**src/hdl/lsd_pkg.sv**
```systemverilog
// ----------------------------------------------------------------------------
// lsd_pkg
// Action codes and sequencer state for the LIFO stack with dump.
// ----------------------------------------------------------------------------
package lsd_pkg;

    typedef enum logic [1:0] {
        ACT_PUSH = 2'd0,
        ACT_POP  = 2'd1,
        ACT_PEEK = 2'd2,
        ACT_DUMP = 2'd3
    } action_t;

    typedef enum logic [2:0] {
        ST_IDLE = 3'b001,
        ST_POP  = 3'b010,
        ST_DUMP = 3'b100
    } state_t;

    localparam int DATA_W  = 32;
    localparam int COUNT_W = 7;

endpackage

```
**src/hdl/lsd_ram.sv**
```systemverilog
// ----------------------------------------------------------------------------
// lsd_ram
// Generic single-write, single-read RAM with a registered read port.
// ----------------------------------------------------------------------------
module lsd_ram #(
    parameter int WIDTH = 32,
    parameter int DEPTH = 64
) (
    input  logic                     aclk,
    input  logic                     we,
    input  logic [$clog2(DEPTH)-1:0] waddr,
    input  logic [WIDTH-1:0]         wdata,
    input  logic [$clog2(DEPTH)-1:0] raddr,
    output logic [WIDTH-1:0]         rdata
);

    logic [WIDTH-1:0] mem [DEPTH];

    always_ff @(posedge aclk) begin
        if (we) begin
            mem[waddr] <= wdata;
        end
        rdata <= mem[raddr];
    end

endmodule

```
**src/hdl/lifo_stack_with_dump.sv**
```systemverilog
// ----------------------------------------------------------------------------
// lifo_stack_with_dump
// Fixed-depth LIFO of signed 32-bit elements with push, pop, peek and dump.
//
//   channel | direction | handshake        | payload
//   s_      | in        | s_valid/s_ready  | action, value
//   m_      | out       | m_valid/m_ready  | top, count, flags, dump element
//
// Push, peek, pop to empty, dump of an empty stack and refused push: one beat from idle.
// Pop that leaves elements: the new top is read from the RAM in ST_POP.
// Dump: a RAM read of the bottom element, then 1 beat per stored element through the read port.
// Reset clears the count; the RAM holds no reset and needs no clearing pass.
// A stalled m_ beat holds; a new s_ beat is taken only in ST_IDLE, when the m_ register drains.
// ----------------------------------------------------------------------------
module lifo_stack_with_dump #(
    parameter int STACK_DEPTH = 64
) (
    input  logic                       aclk,
    input  logic                       aresetn,
    input  logic                       s_valid,
    output logic                       s_ready,
    input  logic [1:0]                 s_action,
    input  logic signed [31:0]         s_value,
    output logic                       m_valid,
    input  logic                       m_ready,
    output logic signed [31:0]         m_top_value,
    output logic                       m_top_valid,
    output logic [6:0]                 m_item_count,
    output logic                       m_is_empty,
    output logic                       m_is_full,
    output logic                       m_overflow,
    output logic signed [31:0]         m_dump_value,
    output logic                       m_dump_valid,
    output logic                       m_last
);
    import lsd_pkg::*;

    localparam int ADDR_W = $clog2(STACK_DEPTH);
    localparam int CNT_W  = $clog2(STACK_DEPTH + 1);

    state_t              state_reg, state_next;
    logic [CNT_W-1:0]    count_reg, count_next;
    logic [DATA_W-1:0]   top_reg, top_next;
    logic [ADDR_W-1:0]   idx_reg, idx_next;
    logic                m_valid_reg, m_valid_next;
    logic [DATA_W-1:0]   m_top_reg, m_top_next;
    logic [CNT_W-1:0]    m_count_reg, m_count_next;
    logic                m_ovf_reg, m_ovf_next;
    logic [DATA_W-1:0]   m_dval_reg, m_dval_next;
    logic                m_dvalid_reg, m_dvalid_next;
    logic                m_last_reg, m_last_next;

    logic                ram_we;
    logic [ADDR_W-1:0]   ram_waddr, ram_raddr;
    logic [DATA_W-1:0]   ram_rdata;

    logic                out_free, accept, load, dump_end;
    logic [DATA_W-1:0]   ld_top, ld_dval;
    logic [CNT_W-1:0]    ld_count;
    logic                ld_ovf, ld_dvalid, ld_last;
    action_t             action;

    lsd_ram #(.WIDTH(DATA_W), .DEPTH(STACK_DEPTH)) u_store (
        .aclk  (aclk),
        .we    (ram_we),
        .waddr (ram_waddr),
        .wdata (s_value),
        .raddr (ram_raddr),
        .rdata (ram_rdata)
    );

    assign action   = action_t'(s_action);
    assign out_free = !m_valid_reg || m_ready;
    assign s_ready  = (state_reg == ST_IDLE) && out_free;
    assign accept   = s_valid && s_ready;
    assign dump_end = (CNT_W'(idx_reg) + CNT_W'(1)) == count_reg;

    always_comb begin
        state_next = state_reg;
        count_next = count_reg;
        top_next   = top_reg;
        idx_next   = idx_reg;
        ram_we     = 1'b0;
        ram_waddr  = ADDR_W'(count_reg);
        ram_raddr  = idx_reg;
        load       = 1'b0;
        ld_top     = top_reg;
        ld_count   = count_reg;
        ld_ovf     = 1'b0;
        ld_dval    = '0;
        ld_dvalid  = 1'b0;
        ld_last    = 1'b1;
        case (state_reg)
            ST_IDLE: begin
                if (accept) begin
                    case (action)
                        ACT_PUSH: begin
                            load = 1'b1;
                            if (count_reg == CNT_W'(STACK_DEPTH)) begin
                                ld_ovf = 1'b1;
                            end else begin
                                ram_we     = 1'b1;
                                count_next = count_reg + CNT_W'(1);
                                top_next   = s_value;
                                ld_count   = count_reg + CNT_W'(1);
                                ld_top     = s_value;
                            end
                        end
                        ACT_POP: begin
                            if (count_reg <= CNT_W'(1)) begin
                                load       = 1'b1;
                                count_next = '0;
                                ld_count   = '0;
                            end else begin
                                count_next = count_reg - CNT_W'(1);
                                ram_raddr  = ADDR_W'(count_reg - CNT_W'(2));
                                state_next = ST_POP;
                            end
                        end
                        ACT_PEEK: begin
                            load = 1'b1;
                        end
                        default: begin
                            if (count_reg == '0) begin
                                load = 1'b1;
                            end else begin
                                idx_next   = '0;
                                ram_raddr  = '0;
                                state_next = ST_DUMP;
                            end
                        end
                    endcase
                end
            end
            ST_POP: begin
                load       = 1'b1;
                top_next   = ram_rdata;
                ld_top     = ram_rdata;
                state_next = ST_IDLE;
            end
            ST_DUMP: begin
                if (out_free) begin
                    load      = 1'b1;
                    ld_dval   = ram_rdata;
                    ld_dvalid = 1'b1;
                    ld_last   = dump_end;
                    if (dump_end) begin
                        state_next = ST_IDLE;
                    end else begin
                        idx_next  = idx_reg + ADDR_W'(1);
                        ram_raddr = idx_reg + ADDR_W'(1);
                    end
                end
            end
            default: begin
                state_next = ST_IDLE;
            end
        endcase
    end

    always_comb begin
        m_valid_next  = m_valid_reg && !m_ready;
        m_top_next    = m_top_reg;
        m_count_next  = m_count_reg;
        m_ovf_next    = m_ovf_reg;
        m_dval_next   = m_dval_reg;
        m_dvalid_next = m_dvalid_reg;
        m_last_next   = m_last_reg;
        if (load) begin
            m_valid_next  = 1'b1;
            m_top_next    = (ld_count == '0) ? '0 : ld_top;
            m_count_next  = ld_count;
            m_ovf_next    = ld_ovf;
            m_dval_next   = ld_dval;
            m_dvalid_next = ld_dvalid;
            m_last_next   = ld_last;
        end
    end

    always_ff @(posedge aclk) begin
        if (!aresetn) begin
            state_reg   <= ST_IDLE;
            count_reg   <= '0;
            m_valid_reg <= 1'b0;
        end else begin
            state_reg   <= state_next;
            count_reg   <= count_next;
            m_valid_reg <= m_valid_next;
        end
    end

    always_ff @(posedge aclk) begin
        top_reg      <= top_next;
        idx_reg      <= idx_next;
        m_top_reg    <= m_top_next;
        m_count_reg  <= m_count_next;
        m_ovf_reg    <= m_ovf_next;
        m_dval_reg   <= m_dval_next;
        m_dvalid_reg <= m_dvalid_next;
        m_last_reg   <= m_last_next;
    end

    assign m_valid      = m_valid_reg;
    assign m_top_value  = m_top_reg;
    assign m_item_count = COUNT_W'(m_count_reg);
    assign m_top_valid  = m_count_reg != '0;
    assign m_is_empty   = m_count_reg == '0;
    assign m_is_full    = m_count_reg == CNT_W'(STACK_DEPTH);
    assign m_overflow   = m_ovf_reg;
    assign m_dump_value = m_dval_reg;
    assign m_dump_valid = m_dvalid_reg;
    assign m_last       = m_last_reg;

`ifndef SYNTHESIS
    a_count_bound: assert property (@(posedge aclk) disable iff (!aresetn)
        count_reg <= CNT_W'(STACK_DEPTH))
        else $error("stack count beyond depth");

    a_ready_idle: assert property (@(posedge aclk) disable iff (!aresetn)
        s_ready |-> state_reg == ST_IDLE)
        else $error("input ready outside idle");

    a_dump_top: assert property (@(posedge aclk) disable iff (!aresetn)
        m_valid && m_dump_valid && m_last |-> m_dump_value == m_top_value)
        else $error("last dump element differs from top");

    a_ovf_full: assert property (@(posedge aclk) disable iff (!aresetn)
        m_valid && m_overflow |-> m_is_full && !m_dump_valid)
        else $error("overflow beat without full stack");
`endif

endmodule

```
**config.mk**
```make
export PLATFORM = sky130hd
export DESIGN_NAME = lifo_stack_with_dump
export DESIGN_NICKNAME = d
export VERILOG_FILES = /design/src/hdl/lsd_pkg.sv /design/src/hdl/lsd_ram.sv /design/src/hdl/lifo_stack_with_dump.sv
export SDC_FILE = /design/constraint.sdc
export NUM_CORES = 2
export LEC_CHECK = 0
export BUFFER_PORTS_ARGS = -buffer_cell sky130_fd_sc_hd__clkbuf_2
export CORE_UTILIZATION = 25
export DETAILED_ROUTE_END_ITERATION = 7
export GPL_ROUTABILITY_DRIVEN = 0
export SETUP_SLACK_MARGIN = 0.15
export SYNTH_ARGS = -nofsm -noshare
export SYNTH_HDL_FRONTEND = slang
export SYNTH_SLANG_ARGS = --single-unit
export TNS_END_PERCENT = 5
```
**constraint.sdc**
```tcl
create_clock -name aclk -period 6.1 [get_ports aclk]
set_clock_uncertainty 0.15 [all_clocks]
set_input_delay 0 -clock aclk [delete_from_list [all_inputs] [get_ports aclk]]
set_output_delay 0 -clock aclk [all_outputs]
set_load 0.01 [all_outputs]
```
### After elaboration in Yosys (flattened, before gate mapping)

Memory sizes are Yosys's and may differ from the RTL's. A register that Yosys moved wholly into a read port is not among the register bits.
Cells that the tools add are included.
W data, S select, Z words.

| word-level totals | value |
|---|---|
| output and inout port bits | 79 |
| RAM bits | 2048 |
| memories | 1 |
| word-level logic and storage cells | 95 |
| register bits | 123 |

Memory list:

| memory | words | bits a word | rd ports | clocked after memory_dff | wr ports | line | text |
|---|---|---|---|---|---|---|---|
| u_store.mem | 64 | 32 | 1 | 1 | 1 | lsd_ram.sv:17 | `logic [WIDTH-1:0] mem [DEPTH];` |

| cells by class | value |
|---|---|
| $add $sub $neg | 5 |
| magnitude comparators | 1 |
| reduce and logical (&&, ||, !) cells | 20 |
| equal/unequal tests | 15 |
| mux-type cells | 42 |

Operator list:

| cell | number |
|---|---|
| $mux W32 | 3 |
| $pmux W32 S2 | 1 |
| $mux W6 | 7 |
| $pmux W6 S2 | 3 |
| $mux W7 | 5 |
| $pmux W7 S2 | 2 |
| $logic_not A7 Y1 | 3 |
| $mux W3 | 5 |
| $eq A7 B7 Y1 const B | 2 |
| $mux W1 | 12 |
| $pmux W3 S2 | 2 |
| $ne A2 B2 Y1 const B | 5 |
| $reduce_and A3 Y1 | 3 |
| $add A6 B1 Y7 const B | 1 |
| $add A7 B1 Y7 const B | 1 |
| $eq A7 B7 Y1 | 1 |
| $le A7 B1 Y1 const B | 1 |
| $reduce_bool A7 Y1 | 1 |
| $sub A7 B1 Y7 const B | 1 |
| $add A6 B1 Y6 const B | 1 |
| $reduce_and A6 Y1 | 1 |
| $sub A6 B2 Y6 const B | 1 |
| $reduce_bool A2 Y1 | 2 |
| $eq A3 B1 Y1 const B | 1 |
| 15 further kinds | 18 |

### Longest topological paths before layout

| depth | value |
|---|---|
| word-level depth | 8 |
| gate-level depth with buffers | 20 |

### Hierarchy

Synthesis repeated with hierarchy kept, for this count alone.

| second synthesis, totals | value |
|---|---|
| cell total of the unflattened synthesis | 3840 |
| area total of the unflattened synthesis | 84368.4 um^2 |

By module, submodules not included:

| module | cells an instance | sequential area each (um^2) | area an instance (um^2) | instances |
|---|---|---|---|---|
| lsd_ram | 3324 | 62139.6 | 78515.3 | 1 |
| lifo_stack_with_dump | 516 | 3263.1 | 5853.1 | 1 |

### Worst setup path after synthesis

Ideal clock, no wire load.

| path | value |
|---|---|
| path type | flip-flop to flip-flop |
| from | register count_reg[0] |
| to | register u_store.rdata[9] (read register of u_store.mem) |
| library setup time | 0.127 ns |
| stages on the path, launching flop included | 16 |
| setup slack | 1.861 ns |
| data required time | 5.823 ns |
| buffers on the path | 5 |
| arrival time | 3.962 ns |
| path through | dfxtp_1 -> clkbuf_1 -> inv_1 -> ha_1 -> a41o_1 -> nor3_1 -> a2bb2oi_1 -> o2111a_1 -> buf_6 -> buf_6 -> buf_2 -> buf_2 -> mux4_2 -> a22oi_1 -> nand3_1 -> or3_1 |

| on the way | value |
|---|---|
| cells in the longest elaborated chain, start to end | 5 |
| elaborated cells between the ends (all ways) | 11 |

Ends and longest elaborated chain:

| element | line | text |
|---|---|---|
| from (decl) | lifo_stack_with_dump.sv:42 | `logic [CNT_W-1:0] count_reg, count_next;` |
| from (signal assigned) | lifo_stack_with_dump.sv:187 | `count_reg <= count_next;` |
| $sub A6 B2 Y6, or another cell as far along | lifo_stack_with_dump.sv:116 | `ram_raddr = ADDR_W'(count_reg - CNT_W'(2));` |
| $mux W6 (on tied branches) | - |  |
| $pmux W6 S2 | lifo_stack_with_dump.sv:96 | `case (action)` |
| $mux W6 | lifo_stack_with_dump.sv:95 | `if (accept) begin` |
| $pmux W6 S2 * | lifo_stack_with_dump.sv:93 | `case (state_reg)` |
| to (decl) | lsd_ram.sv:14 | `output logic [WIDTH-1:0] rdata` |

Every way passes the cells marked *; elsewhere a longest branch is shown, timed or not.
A chain may end at the register's enable or synchronous reset.

### Final worst setup path

| path | value |
|---|---|
| from | register idx_reg[0] |
| to | register u_store.rdata[28] (read register of u_store.mem) |

| on the way | value |
|---|---|
| cells in the longest elaborated chain, start to end | 5 |
| elaborated cells between the ends (all ways) | 10 |

Ends and longest elaborated chain:

| element | line | text |
|---|---|---|
| from (decl) | lifo_stack_with_dump.sv:44 | `logic [ADDR_W-1:0] idx_reg, idx_next;` |
| from (signal assigned) | lifo_stack_with_dump.sv:194 | `idx_reg <= idx_next;` |
| $add A6 B1 Y7 | lifo_stack_with_dump.sv:76 | `assign dump_end = (CNT_W'(idx_reg) + CNT_W'(1)) == count_reg;` |
| $eq A7 B7 Y1 | lifo_stack_with_dump.sv:76 |  |
| $mux W6 (2 in series) | - |  |
| $pmux W6 S2 * | lifo_stack_with_dump.sv:93 |  |

Marked as above.

==> results.py <==
metrics = {
    "drt": {
        "vias": 51106,
        "via_per_inst": 4.97,
        "drt_wl_total_mm": 264,
        "drc": 0,
        "wl_per_cell_um": 25.7,
        "drtIter0Drc": 7195,
        "postRouteAntennaNets": 0,
        "firstDrtPassIters": 6,
    },
    "sta": {
        "finalSetupViolCount": 0,
        "whs_ns": 0.0407,
        "tns_ns": 0,
        "min_period_ns": 5.88,
        "finalMaxSlewViolations": 0,
        "hold_viol": 0,
        "fmax_mhz": 170,
        "period_share_pct": 96.5,
        "worst_slew_pin_slew_ns": 1.20,
        "rsz0062_at_grt": "true",
        "setup_ws_ns": 0.216,
        "slew_headroom_pct": 19.6,
    },
    "cts": {
        "cts_setup_buffers": 0,
        "cts_made_buffers": 220,
        "cts-htree-levels": 4,
        "cts.path.max_buffers": 3,
        "cts_tree": "yes",
        "cts_root_buffer": "clkbuf_16",
        "cts.sinks": 2203,
        "clkSlewWorstSetupHoldPaths_ns": 0.07,
        "insertion_delay_ns": 0.87,
    },
    "min_path": {
        "hp-class": "input port to flip-flop",
    },
    "floorplanning": {
        "fp.coreArea_um2": 340000,
        "die_w_um": 587,
        "fp.dieH_um": 587,
        "die-area_um2": 345000,
        "start_util_pct": 25.2,
        "core.rowCount": 214,
        "io_pins": 117,
    },
    "layout": {
        "layout.cells.non_filler": 10278,
        "regMostFlops": "u_store.mem",
        "final_area_um2": 101000,
        "area_growth_pct": 18.0,
        "drive_above_1_share_pct": 18.1,
        "largest_reg_flops": 2048,
        "nFillCells": 33270,
        "utilization_pct": 29.7,
        "nNetsFinal": 5593,
    },
    "synthesis": {
        "ys_seq_area_share_pct": 76.4,
        "synth_edf_count": 2128,
        "synthFlopType": "edfxtp_1",
        "syn_nets": 5293,
        "synthAdderAreaFrac_pct": 0.146,
        "synth_xor_area_share_pct": 0.123,
        "synth_area_um2": 85600,
        "synth-async-reset-ratio_pct": 0,
        "muxShareOfSynthArea_pct": 7.95,
        "yosys_warnings": 0,
        "postSynthCellCount": 5245,
        "synth_top_family_by_area": "simple AND/OR/NAND/NOR gates",
        "synth_compound_area_share_pct": 3.11,
        "ys_seq_elements": 2203,
        "yosys.area_share.simple_pct": 10.6,
        "syn_avg_cell_area_um2": 16.3,
        "synth.distinct_cells": 70,
    },
    "grt": {
        "grt_start_max_net_pins": 94,
        "grt_pass1_wl_mm": 370,
        "antenna_found_initial": 26,
        "track_usage_pct": 14.8,
        "grt_pass1_vias": 48816,
        "grt-ovfl-total": 0,
    },
    "power": {
        "power_mw": 33.1,
        "p_per_area_nw_per_um2": 327,
        "leakage_nw": 32.4,
        "vdd_drop_max_mv": 0.290,
    },
    "place": {
        "dp.cells": 9812,
        "place.port_buffers": 116,
        "dpl_worst_slack_ns": 0.225,
        "postPlaceCellArea_um2": 93400,
        "hpwl_mm": 158,
    },
    "status": {
        "status": "complete, no violations",
    },
    "setup_path": {
        "cp_max_fo": 48,
        "startpoint_type": "flip-flop",
        "cp.arrival_ns": 6.49,
        "worst-setup-path-type": "flip-flop to flip-flop",
        "required_ns": 6.70,
        "critPathCaptureType": "flip-flop",
    },
    "run": {
        "drv_cap": 0,
    },
}
[synth_stat cells, types with 52 or more instances]
master | count | share of area (%)
nand4_1 | 126 | 0.92
a32oi_1 | 52 | 0.53
dfxtp_1 | 75 | 1.8
and3_1 | 68 | 0.50
nor2_1 | 99 | 0.43
edfxtp_1 | 2128 | 75
a22oi_1 | 60 | 0.53
clkbuf_1 | 125 | 0.55
a21oi_1 | 67 | 0.39
nand2_1 | 1020 | 4.5
nand3_1 | 541 | 3.2
buf_2 | 114 | 0.67
mux4_2 | 278 | 7.3
mux2i_1 | 55 | 0.64
[worst max-delay path, stage by stage (launching register included)]
cell       delay, ns
edfxtp_1        0.58
ha_1            0.36
nand3_1         0.18
nor2_1          0.11
xnor2_1         0.59
o31ai_2         0.26
o311a_4         0.46
nor3_4          0.24
buf_12          0.34
buf_4           0.42
a32oi_1         0.21
a22o_1          0.22
a2111oi_1       0.85
a21oi_1         0.16
or4_1           0.55
[layout make-up]
cell class	count	area (µm²)	share of cell area, %
clock buffers	285	5890	5.83
repair buffers	386	3300	3.27
inverters	10	37.5	0.0371
clock inverters	128	1330	1.31
multi-input cells	2724	19400	19.2
diodes	6	15.0	0.0149
well taps	4536	5680	5.62
flip-flops and latches	2203	65400	64.7
[logic make-up after synthesis]
kind of cell / Yosys count
flops: 2203
simple gates: 2004
compound gates: 365
mux: 333
buf+inv: 318
xor+xnor: 12
fa+ha+maj: 10
[layer usage]
layer / vias to the layer above / part of all wire [%] / global-route usage, %
met2: 2997 / 44 / 22.3
li1: 21101 / - / -
met4: 18 / 3.4 / 5.09
met1: 26534 / 41 / 20.6
met5: - / 0.072 / 0
met3: 456 / 12 / 3.92
[power by group]
part / switching, mW / internal [mW] / leakage, nW
Combinational: 1.71 / 0.854 / 9.13
Clock: 5.85 / 7.64 / 3.49
Sequential: 0.245 / 16.8 / 19.8
Total: 7.81 / 25.3 / 32.4
[layout by cell type (no fill, tap or decap), types with 75 or more instances in the layout]
cell type | Yosys | routed
dfxtp_1 | 75 | 75
nand3_1 | 541 | 540
nand4_1 | 126 | 126
edfxtp_1 | 2128 | 2128
clkbuf_2 | 0 | 116
clkbuf_16 | 0 | 221
nand2_1 | 1020 | 1020
buf_4 | 14 | 177
mux4_2 | 278 | 278
[worst paths after layout]
path | startpoint | endpoint | slack [ns] | cells past startpoint
setup reg to reg | idx_reg[0] | u_store.rdata[28] | 0.22 | 14
setup / recovery | idx_reg[0] | u_store.rdata[28] | 0.22 | 14
hold / removal | s_value[12] | u_store.mem[17][12] | 0.04 | 2
hold reg to reg | top_reg[28] | top_reg[28] | 0.29 | 2
[repair_timing]
action,in CTS,in global routing
endpoints found under the hold margin,2006,0
endpoints found under the setup margin,0,5
hold buffers,47,0
gates resized for setup,0,2
No activity file was read; power rests on OpenSTA's default activity.
